==> src/rtl/core/anb_pkg.sv <==
// ----------------------------------------------------------------------------
// anb_pkg
// Shared types and constants for the Annex B NAL unit splitter.
// ----------------------------------------------------------------------------
package anb_pkg;

    // Zero-run counter saturates here
    localparam logic [7:0] ZERO_RUN_MAX = 8'd255;

    // Result queue depth and derived widths
    localparam int QUEUE_DEPTH = 4;
    localparam int QPTR_W      = $clog2(QUEUE_DEPTH);
    localparam int QCNT_W      = $clog2(QUEUE_DEPTH + 1);

    // Byte codes and unit types
    localparam logic [7:0] BYTE_ZERO  = 8'h00;
    localparam logic [7:0] BYTE_ONE   = 8'h01;
    localparam logic [7:0] TYPE_MASK  = 8'h1f;
    localparam logic [4:0] NAL_IDR    = 5'd5;
    localparam logic [4:0] NAL_SPS    = 5'd7;
    localparam logic [4:0] NAL_PPS    = 5'd8;

    // Bit positions in the seen-flags register
    localparam int FLAG_IDR = 0;
    localparam int FLAG_SPS = 1;
    localparam int FLAG_PPS = 2;

    typedef struct packed {
        logic [7:0] in_byte;
        logic       last_in_packet;
    } t_in_item;

    typedef struct packed {
        logic [7:0] out_byte;
        logic [7:0] zeros_before;
        logic       byte_valid;
        logic       first_of_unit;
        logic       last_of_unit;
        logic [4:0] unit_type;
        logic       end_of_packet;
        logic       idr_seen;
        logic       sps_seen;
        logic       pps_seen;
    } t_out_item;

endpackage

==> src/rtl/core/annexb_nal_splitter.sv <==
// ----------------------------------------------------------------------------
// annexb_nal_splitter
// Splits an H.264 Annex B byte stream into NAL unit payload bytes.
// ----------------------------------------------------------------------------
//
//  Channel | Direction | Valid       | Stall       | Payload
//  --------+-----------+-------------+-------------+---------------------------
//  in      | input     | i_in_valid  | o_in_stall  | i_in_data  (t_in_item)
//  out     | output    | o_out_valid | i_out_stall | o_out_data (t_out_item)
//
//  One input byte is taken every cycle while o_in_stall is low. The parse
//  logic runs in the cycle of acceptance and writes its results into a
//  four-entry queue feeding the output. A byte yields zero, one or (only at
//  packet end) two results, so the input stalls whenever fewer than two queue
//  entries are free. Reset is synchronous and active low and returns the
//  parser to "before the first start code" with an empty queue.
//
module annexb_nal_splitter
    import anb_pkg::*;
(
    input  logic      i_clk,
    input  logic      i_rst_n,
    input  logic      i_in_valid,
    output logic      o_in_stall,
    input  t_in_item  i_in_data,
    output logic      o_out_valid,
    input  logic      i_out_stall,
    output t_out_item o_out_data
);

    // ------------------------------------------------------------------
    // Parser state
    // ------------------------------------------------------------------
    logic [7:0] r_zero_run,     n_zero_run;
    logic       r_inside_unit,  n_inside_unit;
    logic       r_held_valid,   n_held_valid;
    logic [7:0] r_held_byte,    n_held_byte;
    logic [7:0] r_held_zeros,   n_held_zeros;
    logic       r_held_first,   n_held_first;
    logic       r_expect_first, n_expect_first;
    logic [4:0] r_current_type, n_current_type;
    logic [2:0] r_type_flags,   n_type_flags;

    // ------------------------------------------------------------------
    // Result queue
    // ------------------------------------------------------------------
    t_out_item           r_queue [QUEUE_DEPTH];
    logic [QPTR_W-1:0]   r_wr_ptr, n_wr_ptr;
    logic [QPTR_W-1:0]   r_rd_ptr, n_rd_ptr;
    logic [QCNT_W-1:0]   r_count,  n_count;

    logic       in_fire;
    logic       out_fire;
    logic       is_start;
    logic [4:0] new_type;

    // Up to two results per byte: the closed held byte, then the packet end
    t_out_item  res_held;
    logic       res_held_v;
    t_out_item  res_eop;
    logic       res_eop_v;
    t_out_item  push0;
    t_out_item  push1;
    logic [1:0] push_cnt;

    // Stall while a packet end could overflow the queue
    assign o_in_stall  = (r_count > QCNT_W'(QUEUE_DEPTH - 2));
    assign in_fire     = i_in_valid && !o_in_stall;
    assign o_out_valid = (r_count != '0);
    assign o_out_data  = r_queue[r_rd_ptr];
    assign out_fire    = o_out_valid && !i_out_stall;

    assign is_start = (i_in_data.in_byte == BYTE_ONE) && (r_zero_run >= 8'd2);
    assign new_type = (r_zero_run != '0) ? 5'd0 : 5'(i_in_data.in_byte & TYPE_MASK);

    // ------------------------------------------------------------------
    // Parse one byte
    // ------------------------------------------------------------------
    always_comb begin
        n_zero_run     = r_zero_run;
        n_inside_unit  = r_inside_unit;
        n_held_valid   = r_held_valid;
        n_held_byte    = r_held_byte;
        n_held_zeros   = r_held_zeros;
        n_held_first   = r_held_first;
        n_expect_first = r_expect_first;
        n_current_type = r_current_type;
        n_type_flags   = r_type_flags;

        res_held               = '0;
        res_held.out_byte      = r_held_byte;
        res_held.zeros_before  = r_held_zeros;
        res_held.byte_valid    = 1'b1;
        res_held.first_of_unit = r_held_first;
        res_held.unit_type     = r_current_type;
        res_held.idr_seen      = r_type_flags[FLAG_IDR];
        res_held.sps_seen      = r_type_flags[FLAG_SPS];
        res_held.pps_seen      = r_type_flags[FLAG_PPS];
        res_held_v             = 1'b0;

        if (i_in_data.in_byte == BYTE_ZERO) begin
            // Fold the zero into the run count
            if (r_zero_run < ZERO_RUN_MAX) begin
                n_zero_run = r_zero_run + 8'd1;
            end
        end else if (is_start) begin
            // Close the held unit, open a new one
            res_held.last_of_unit = 1'b1;
            res_held_v            = r_held_valid;
            n_held_valid          = 1'b0;
            n_inside_unit         = 1'b1;
            n_expect_first        = 1'b1;
            n_zero_run            = '0;
        end else begin
            if (r_inside_unit) begin
                res_held_v = r_held_valid;
                if (r_expect_first) begin
                    n_current_type = new_type;
                    if (new_type == NAL_IDR) n_type_flags[FLAG_IDR] = 1'b1;
                    if (new_type == NAL_SPS) n_type_flags[FLAG_SPS] = 1'b1;
                    if (new_type == NAL_PPS) n_type_flags[FLAG_PPS] = 1'b1;
                    n_expect_first = 1'b0;
                    n_held_first   = 1'b1;
                end else begin
                    n_held_first = 1'b0;
                end
                n_held_byte  = i_in_data.in_byte;
                n_held_zeros = r_zero_run;
                n_held_valid = 1'b1;
            end
            n_zero_run = '0;
        end

        // Packet end: flush the held byte or emit a summary-only transaction
        res_eop               = '0;
        res_eop.end_of_packet = 1'b1;
        res_eop.idr_seen      = n_type_flags[FLAG_IDR];
        res_eop.sps_seen      = n_type_flags[FLAG_SPS];
        res_eop.pps_seen      = n_type_flags[FLAG_PPS];
        if (n_held_valid) begin
            res_eop.out_byte      = n_held_byte;
            res_eop.zeros_before  = n_held_zeros;
            res_eop.byte_valid    = 1'b1;
            res_eop.first_of_unit = n_held_first;
            res_eop.last_of_unit  = 1'b1;
            res_eop.unit_type     = n_current_type;
        end
        res_eop_v = i_in_data.last_in_packet;

        if (i_in_data.last_in_packet) begin
            // Drop all parser state back to reset
            n_zero_run     = '0;
            n_inside_unit  = 1'b0;
            n_held_valid   = 1'b0;
            n_held_byte    = '0;
            n_held_zeros   = '0;
            n_held_first   = 1'b0;
            n_expect_first = 1'b0;
            n_current_type = '0;
            n_type_flags   = '0;
        end
    end

    // ------------------------------------------------------------------
    // Pack results into the queue in order
    // ------------------------------------------------------------------
    always_comb begin
        push0    = res_eop;
        push1    = res_eop;
        push_cnt = 2'd0;
        if (in_fire) begin
            if (res_held_v) begin
                push0    = res_held;
                push_cnt = res_eop_v ? 2'd2 : 2'd1;
            end else begin
                push_cnt = res_eop_v ? 2'd1 : 2'd0;
            end
        end
        n_wr_ptr = r_wr_ptr + QPTR_W'(push_cnt);
        n_rd_ptr = r_rd_ptr + QPTR_W'(out_fire);
        n_count  = r_count + QCNT_W'(push_cnt) - QCNT_W'(out_fire);
    end

    always_ff @(posedge i_clk) begin
        if (!i_rst_n) begin
            r_zero_run     <= '0;
            r_inside_unit  <= 1'b0;
            r_held_valid   <= 1'b0;
            r_held_byte    <= '0;
            r_held_zeros   <= '0;
            r_held_first   <= 1'b0;
            r_expect_first <= 1'b0;
            r_current_type <= '0;
            r_type_flags   <= '0;
            r_wr_ptr       <= '0;
            r_rd_ptr       <= '0;
            r_count        <= '0;
        end else begin
            // Advance parser state only on an accepted transaction
            if (in_fire) begin
                r_zero_run     <= n_zero_run;
                r_inside_unit  <= n_inside_unit;
                r_held_valid   <= n_held_valid;
                r_held_byte    <= n_held_byte;
                r_held_zeros   <= n_held_zeros;
                r_held_first   <= n_held_first;
                r_expect_first <= n_expect_first;
                r_current_type <= n_current_type;
                r_type_flags   <= n_type_flags;
            end
            r_wr_ptr <= n_wr_ptr;
            r_rd_ptr <= n_rd_ptr;
            r_count  <= n_count;
        end
    end

    // Queue storage, no reset needed
    always_ff @(posedge i_clk) begin
        if (push_cnt != 2'd0) begin
            r_queue[r_wr_ptr] <= push0;
        end
        if (push_cnt == 2'd2) begin
            r_queue[r_wr_ptr + QPTR_W'(1)] <= push1;
        end
    end

endmodule

==> config.mk <==
export PLATFORM = sky130hd
export DESIGN_NAME = annexb_nal_splitter
export DESIGN_NICKNAME = d
export VERILOG_FILES = /design/src/rtl/core/anb_pkg.sv /design/src/rtl/core/annexb_nal_splitter.sv
export SDC_FILE = /design/constraint.sdc
export NUM_CORES = 1
export LEC_CHECK = 0
export ABC_CLOCK_PERIOD_IN_PS = 9170
export BUFFER_PORTS_ARGS = -buffer_cell sky130_fd_sc_hd__buf_2
export CORE_AREA = 2 2 145 147
export DETAILED_ROUTE_END_ITERATION = 8
export DIE_AREA = 0 0 147 149
export GPL_TIMING_DRIVEN = 0
export SYNTH_ARGS = -nofsm -noshare
export SYNTH_HDL_FRONTEND = slang
export SYNTH_SLANG_ARGS = --single-unit
==> constraint.sdc <==
create_clock -name i_clk -period 9.17 [get_ports i_clk]
set_input_delay 1.834 -clock i_clk [delete_from_list [all_inputs] [get_ports i_clk]]
set_output_delay 1.834 -clock i_clk [all_outputs]
set_load 0.01 [all_outputs]
==> results.sh, run 1 <==
export IMPL_status="finished clean"
export IMPL_layout_worst_path_cycle_share=0.553
export IMPL_wire_per_inst_um=22.1
export IMPL_die_y_um=149
export IMPL_crit_start="i_in_data[3]"
export IMPL_netlist_instances=662
export IMPL_grt_max_degree=29
export IMPL_p_sw_frac=0.263
export IMPL_cts_buffers=17
export IMPL_synth_main_ff_cell="edfxtp_1"
export IMPL_yosysSeqAreaShare=0.523
export IMPL_cp_required_ns=9.23
export IMPL_m1WireLength_um=9280
export IMPL_worstReg2RegStart="r_zero_run[0]$_SDFFE_PN0P_"
export IMPL_final_common_cell="edfxtp_1"
export IMPL_seqCellArea_mm2=0.00418
export IMPL_rsz0062_at_grt="false"
export IMPL_synth_avg_cell_area_um2=12.1
export IMPL_synth_edf_count=108
export IMPL_endpoint_kind="flip-flop"
export IMPL_cts_buffer_depth=2
export IMPL_synth_seq_cells=155
export IMPL_power_frac_clock=0.395
export IMPL_synth_area_mm2=0.00800
export IMPL_p_leak_nw=2.90
export IMPL_rows=53
export IMPL_drv_slew=0
export IMPL_fin_cells=1008
export IMPL_n_antenna_cell=0
export IMPL_synth_top_area_share=0.406
export IMPL_slowest_stage="nand2_2"
export IMPL_min_period_ns=5.07
export IMPL_fin_skew_ns=0.00912
export IMPL_setup_viol=0
export IMPL_cts_sinks=155
export IMPL_post_cts_buffers=0
export IMPL_synth_nets=685
export IMPL_critPathLaunchType="primary input"
export IMPL_drt_total_wl_um=22300
export IMPL_vias=6098
export IMPL_final_cell_mix="edfxtp_1, a22o_1, buf_2"
export IMPL_port_buffers=39
export IMPL_design_die_area_mm2=0.0219
export IMPL_min_path_type="flip-flop to flip-flop"
export IMPL_remaining_drc_errors=0
export IMPL_cts_htree_levels=4
export IMPL_fmax_mhz=197
export IMPL_path_class="primary input to flip-flop"
export IMPL_critical_path_max_stage_delay_ns=0.73
export IMPL_path_cells="buf_2 > nor4_1 > nand2_1 > nand2_1 > nor2_1 > ha_1 > nor2_1 > nand4_1 > clkbuf_1 > nand2_2"
export IMPL_viasPerCell=6.05
export IMPL_cp_max_fo=28
export IMPL_start_util=0.389
export IMPL_maxCapViolCount=0
export IMPL_p_total_mw=1.88
export IMPL_placed_cells=976
export IMPL_nFillCells=1908
export IMPL_synth_top_area_cell="edfxtp_1"
export IMPL_root_buffer="clkbuf_16"
export IMPL_hp_start="r_queue[3][3]$_SDFFE_PP1N_"
export IMPL_post_cts_resized=0
export IMPL_coreArea_mm2=0.0206
export IMPL_grt_overflow=0
export IMPL_top_layer="met4"
export IMPL_area_growth_pct=14.5
export IMPL_pwr_share_seq=0.422
export IMPL_clk_pin_slew_worst_paths_ns=0.06
export IMPL_holdBufCountCts=0
export IMPL_ioPinCount=43
export IMPL_fin_setup_tns_ns=0
export IMPL_power_switching_mw=0.493
export IMPL_fp_dieW_um=147
export IMPL_peakVddDrop_mv=0.130
export IMPL_p_per_area_mw_per_mm2=205
export IMPL_antenna_found_initial=0
export IMPL_grt_pass1_wl_um=34300
export IMPL_ys_types=63
export IMPL_routabilityCongestion=0.920
export IMPL_critPathArrivalTime_ns=5.13
export IMPL_drive_above_1_share=0.235
export IMPL_met2_length_um=10700
export IMPL_cts_tree="yes"
export IMPL_clkLatencyLatePin_ns=0.44
export IMPL_final_antenna_net_count=0
export IMPL_hold_violations=0
export IMPL_async_flop_share=0
export IMPL_nets=743
export IMPL_slew_headroom=0.328
export IMPL_grt_pass1_vias=5990
export IMPL_multi_input_area_mm2=0.00350
export IMPL_dp_hpwl_um=15300
export IMPL_combPwrFrac=0.183
export IMPL_synthTopCellsByArea="edfxtp_1, dfxtp_1, mux4_2"
export IMPL_yosysWarnings=0
export IMPL_p_int_mw=1.38
export IMPL_dr_pass1_iters=5
export IMPL_drtIter0Drc=785
export IMPL_grt_usage=0.206
export IMPL_tightest_slew_ns=1.01
export IMPL_met3WireLength_um=1830
final cells by class:
cell class,count,share of cell area
multi-input cells,441,0.383
repair buffers,39,0.0213
plain buffers,54,0.0301
inverters,12,0.00492
clock buffers,20,0.0477
flip-flops and latches,155,0.457
well taps,275,0.0376
clock inverters,12,0.0189
final timing paths:
kind	to	slack, ns	cells after the start
setup reg to reg	r_queue[2][10]$_DFFE_PP_	5.05	11
hold / removal	r_queue[3][3]$_SDFFE_PP1N_	0.51	2
hold reg to reg	r_queue[3][3]$_SDFFE_PP1N_	0.51	2
setup / recovery	r_queue[2][10]$_DFFE_PP_	4.10	10
layer usage:
| metal | vias to the layer above | global-route usage |
|---|---|---|
| met4 | 0 | 0.0721 |
| met5 | - | 0 |
| met3 | 36 | 0.0477 |
| met1 | 3019 | 0.270 |
| li1 | 2717 | - |
| met2 | 326 | 0.339 |
worst max-delay path, delay by kind of cell:
family                     cells  cell delay, ns
and+or+nand+nor                7            2.33
buffers and inverters          2            0.60
adders and majority gates      1            0.35
registers in the layout, indices dropped and copies added, names as in the netlist:
register        flops
r_expect_first      1
r_held_zeros        8
r_wr_ptr            2
r_held_valid        1
r_rd_ptr            2
r_zero_run          8
r_held_byte         8
r_count             3
r_queue           112
r_type_flags        3
r_held_first        1
r_current_type      5
r_inside_unit       1
logic make-up (layout without fill, tap and decap cells):
logic type / Yosys count / in the layout / share of synthesized area
AOI/OAI and AO/OA: 231 / 231 / 0.221
and+or+nand+nor: 160 / 160 / 0.107
DFF: 155 / 155 / 0.523
buffers and inverters: 66 / 137 / 0.0400
muxes: 31 / 31 / 0.0826
adders and majority gates: 10 / 10 / 0.0166
xor gates and xnor gates: 9 / 9 / 0.00986
Yosys cell counts (6+ instances only):
master and n:
dfxtp_1 47, ha_1 9, nand3_1 28, edfxtp_1 108
xnor2_1 6, and3_1 6, o21ai_0 30, nor2b_1 9
a21oi_1 20, a21boi_0 18, buf_2 16, and2_1 9
clkbuf_1 27, a31o_2 16, nor3_1 6, nor2_1 29
o2bb2ai_1 12, o22ai_1 7, a22oi_1 7, a21oi_2 15
a22o_1 71, inv_1 12, nand2_1 40, mux4_2 28
power by group through the flow:
stage / clock network (mW) / registers (mW) / logic (mW)
global route: 0.777 / 0.794 / 0.377
floorplan: 0 / 0.801 / 0.233
global placement: 0 / 0.805 / 0.338
finish: 0.741 / 0.792 / 0.342
detailed placement: 0 / 0.806 / 0.347
CTS: 0.744 / 0.792 / 0.349
per-stage QoR:
stage	utilization	setup slack, ns	cell area, um2	hold slack (ns)
final	0.445	4.10	9160	0.513
after global routing	0.445	3.90	9160	0.522
after CTS	0.445	4.17	9160	0.507
after detailed placement	0.416	3.76	8550	0.497
after global placement	0.415	3.28	8540	0.478
after floorplan	-	4.39	8000	0.465
Note: power is estimated with default switching activity, not from simulation.
==> inputs of run 2 (changes only) <==
--- a/config.mk
+++ b/config.mk
@@ -5,11 +5,12 @@
 export SDC_FILE = /design/constraint.sdc
 export NUM_CORES = 1
 export LEC_CHECK = 0
-export ABC_CLOCK_PERIOD_IN_PS = 9170
+export ABC_AREA = 1
+export ABC_CLOCK_PERIOD_IN_PS = 4400
 export BUFFER_PORTS_ARGS = -buffer_cell sky130_fd_sc_hd__buf_2
-export CORE_AREA = 2 2 145 147
+export CORE_AREA = 2 2 149 151
 export DETAILED_ROUTE_END_ITERATION = 8
-export DIE_AREA = 0 0 147 149
+export DIE_AREA = 0 0 151 153
 export GPL_TIMING_DRIVEN = 0
 export SYNTH_ARGS = -nofsm -noshare
 export SYNTH_HDL_FRONTEND = slang
==> constraint.sdc (replaced) <==
create_clock -name i_clk -period 4.4 [get_ports i_clk]
set_input_delay 0.88 -clock i_clk [delete_from_list [all_inputs] [get_ports i_clk]]
set_output_delay 0.88 -clock i_clk [all_outputs]
set_load 0.01 [all_outputs]
==> results.sh, run 2 <==
export IMPL_slew_headroom=0.389
export IMPL_regMostFlops="r_queue"
export IMPL_p_sw_frac=0.311
export IMPL_power_switching_mw=1.27
export IMPL_cts_tree="yes"
export IMPL_synth_avg_cell_area_um2=7.82
export IMPL_layout_worst_path_cycle_share=0.876
export IMPL_clk_pin_slew_worst_paths_ns=0.06
export IMPL_p_leak_nw=4.09
export IMPL_synth_top_area_share=0.382
export IMPL_synthTopCellsByCount="nand2_1, nand3_1, edfxtp_1"
export IMPL_fmax_mhz=260
export IMPL_grt_pass1_wl_um=39500
export IMPL_maxCapViolCount=0
export IMPL_synth_main_ff_cell="edfxtp_1"
export IMPL_routabilityCongestion=0.873
export IMPL_start_util=0.395
export IMPL_die_y_um=153
export IMPL_coreArea_mm2=0.0215
export IMPL_min_path_type="flip-flop to flip-flop"
export IMPL_cts_buffer_depth=2
export IMPL_synth_area_mm2=0.00849
export IMPL_critPathLaunchType="flip-flop"
export IMPL_grt_max_degree=30
export IMPL_cts_buffers=17
export IMPL_cp_max_fo=10
export IMPL_wire_per_inst_um=17.8
export IMPL_dp_hpwl_um=17800
export IMPL_synth_edf_count=108
export IMPL_rsz0062_at_grt="false"
export IMPL_design_area_mm2=0.00966
export IMPL_final_common_cell="nand2_1"
export IMPL_netlist_instances=1086
export IMPL_fp_dieW_um=151
export IMPL_yosysSeqAreaShare=0.493
export IMPL_synth_top_area_cell="edfxtp_1"
export IMPL_dr_pass1_iters=5
export IMPL_utilization=0.450
export IMPL_clkLatencyLatePin_ns=0.43
export IMPL_port_buffers=41
export IMPL_synth_most_common_cell="nand2_1"
export IMPL_setup_viol=0
export IMPL_fin_skew_ns=0.00710
export IMPL_drv_slew=0
export IMPL_synthTopCellsByArea="edfxtp_1, nand2_1, dfxtp_1"
export IMPL_final_cell_mix="nand2_1, nand3_1, edfxtp_1"
export IMPL_nFillCells=2130
export IMPL_status="finished clean"
export IMPL_remaining_drc_errors=0
export IMPL_min_period_ns=3.85
export IMPL_fin_setup_tns_ns=0
export IMPL_seqCellArea_mm2=0.00418
export IMPL_peakVddDrop_mv=0.270
export IMPL_post_cts_resized=0
export IMPL_cts_sinks=155
export IMPL_ys_types=34
export IMPL_grt_usage=0.227
export IMPL_final_antenna_net_count=0
export IMPL_drive_above_1_share=0.129
export IMPL_antenna_found_initial=0
export IMPL_root_buffer="clkbuf_16"
export IMPL_drt_total_wl_um=25700
export IMPL_async_flop_share=0
export IMPL_nets=1169
export IMPL_viasPerCell=5.34
export IMPL_post_cts_buffers=0
export IMPL_placed_cell_area_mm2=0.00906
export IMPL_power_frac_clock=0.363
export IMPL_largest_reg_flops=112
export IMPL_endpoint_kind="primary output"
export IMPL_multi_input_area_mm2=0.00370
export IMPL_n_antenna_cell=0
export IMPL_hold_violations=0
export IMPL_synth_seq_cells=155
export IMPL_p_int_mw=2.82
export IMPL_area_growth_pct=13.8
export IMPL_grt_overflow=0
export IMPL_pwr_share_seq=0.406
export IMPL_design_die_area_mm2=0.0231
export IMPL_cts_htree_levels=4
export IMPL_combPwrFrac=0.231
export IMPL_vias=7681
export IMPL_synth_nets=1109
export IMPL_drtIter0Drc=668
export IMPL_holdBufCountCts=0
export IMPL_rows=54
export IMPL_cp_required_ns=3.52
export IMPL_critPathArrivalTime_ns=2.97
export IMPL_grt_pass1_vias=7064
export IMPL_tightest_slew_ns=0.913
export IMPL_path_class="flip-flop to primary output"
export IMPL_yosysWarnings=0
export IMPL_p_per_area_mw_per_mm2=423
export IMPL_ioPinCount=43
run 2: cell count changes in the layout (fill, tap and decap cells not counted), sizes merged, moves of 9 or more:
cell / change
nor2: +73
nand2: +312
mux4: -28
a22o: -71
o2bb2ai: -12
a31o: -18
a21boi: -23
a21oi: +18
o22ai: +21
and2: -9
nor2b: -9
nand3: +101
inv: +76
o21ai: +52
run 2: final timing paths:
check,start,slack [ns],endpoint,cells after the start
max reg2reg,r_zero_run[0]$_SDFFE_PN0P_,0.96,r_queue[0][1]$_DFFE_PP_,19
min reg2reg,r_held_zeros[6]$_SDFFE_PN0P_,0.46,r_held_zeros[6]$_SDFFE_PN0P_,2
min,r_held_zeros[6]$_SDFFE_PN0P_,0.46,r_held_zeros[6]$_SDFFE_PN0P_,2
max,r_rd_ptr[0]$_SDFF_PN0_,0.55,o_out_data[26],7
run 2: routing by layer:
layer	track usage	up-vias	part of all wire
li1	-	3745	-
met1	0.314	3588	0.44
met2	0.349	311	0.45
met3	0.0603	37	0.091
met4	0.0703	0	0.019
met5	0	-	0
run 2: cells by family (layout without fill, tap and decap cells):
family,count (synthesis),count (layout),share of synthesized area
XOR/XNOR,6,6,0.00619
flip-flops,155,155,0.493
AO/OA/AOI/OAI,172,172,0.113
AND/OR/NAND/NOR,603,603,0.300
adder cells (fa/ha/maj),10,10,0.0156
buffers and inverters,140,213,0.0734
run 2: final cells by class:
| cell class | instances | share of cell area |
|---|---|---|
| Buffer | 51 | 0.0299 |
| Multi-Input combinational cell | 791 | 0.382 |
| Clock buffer | 28 | 0.0603 |
| Clock inverter | 4 | 0.00233 |
| Timing Repair Buffer | 41 | 0.0212 |
| Inverter | 89 | 0.0346 |
| Tap cell | 280 | 0.0363 |
| Sequential cell | 155 | 0.433 |
run 2: worst max-delay path, stage by stage (launching register included):
cell and delay (ns):
dfxtp_1 0.37, clkbuf_1 0.30, inv_1 0.15, clkbuf_1 0.52, clkbuf_1 0.57, o21ai_0 0.18
o22ai_1 0.26, buf_2 0.19
run 2: metrics by stage:
stage | worst slack [ns] | power [mW] | hold WS, ns | cells
6_report | 0.547 | 4.09 | 0.464 | 1439
5_1_grt | 0.495 | 4.27 | 0.482 | 1439
4_1_cts | 0.598 | 4.11 | 0.465 | 1439
3_5_place_dp | 0.619 | 2.64 | 0.456 | 1407
3_3_place_gp | 0.113 | 2.63 | 0.452 | 1407
2_1_floorplan | 1.15 | 2.25 | 0.445 | 1086
run 2: power by group through the flow:
stage               Sequential [mW]  Combinational (mW)  Clock, mW
finish                         1.66               0.943       1.49
global route                   1.67                1.04       1.56
CTS                            1.66               0.947       1.50
detailed placement             1.69               0.944          0
global placement               1.69               0.937          0
floorplan                      1.68               0.566          0
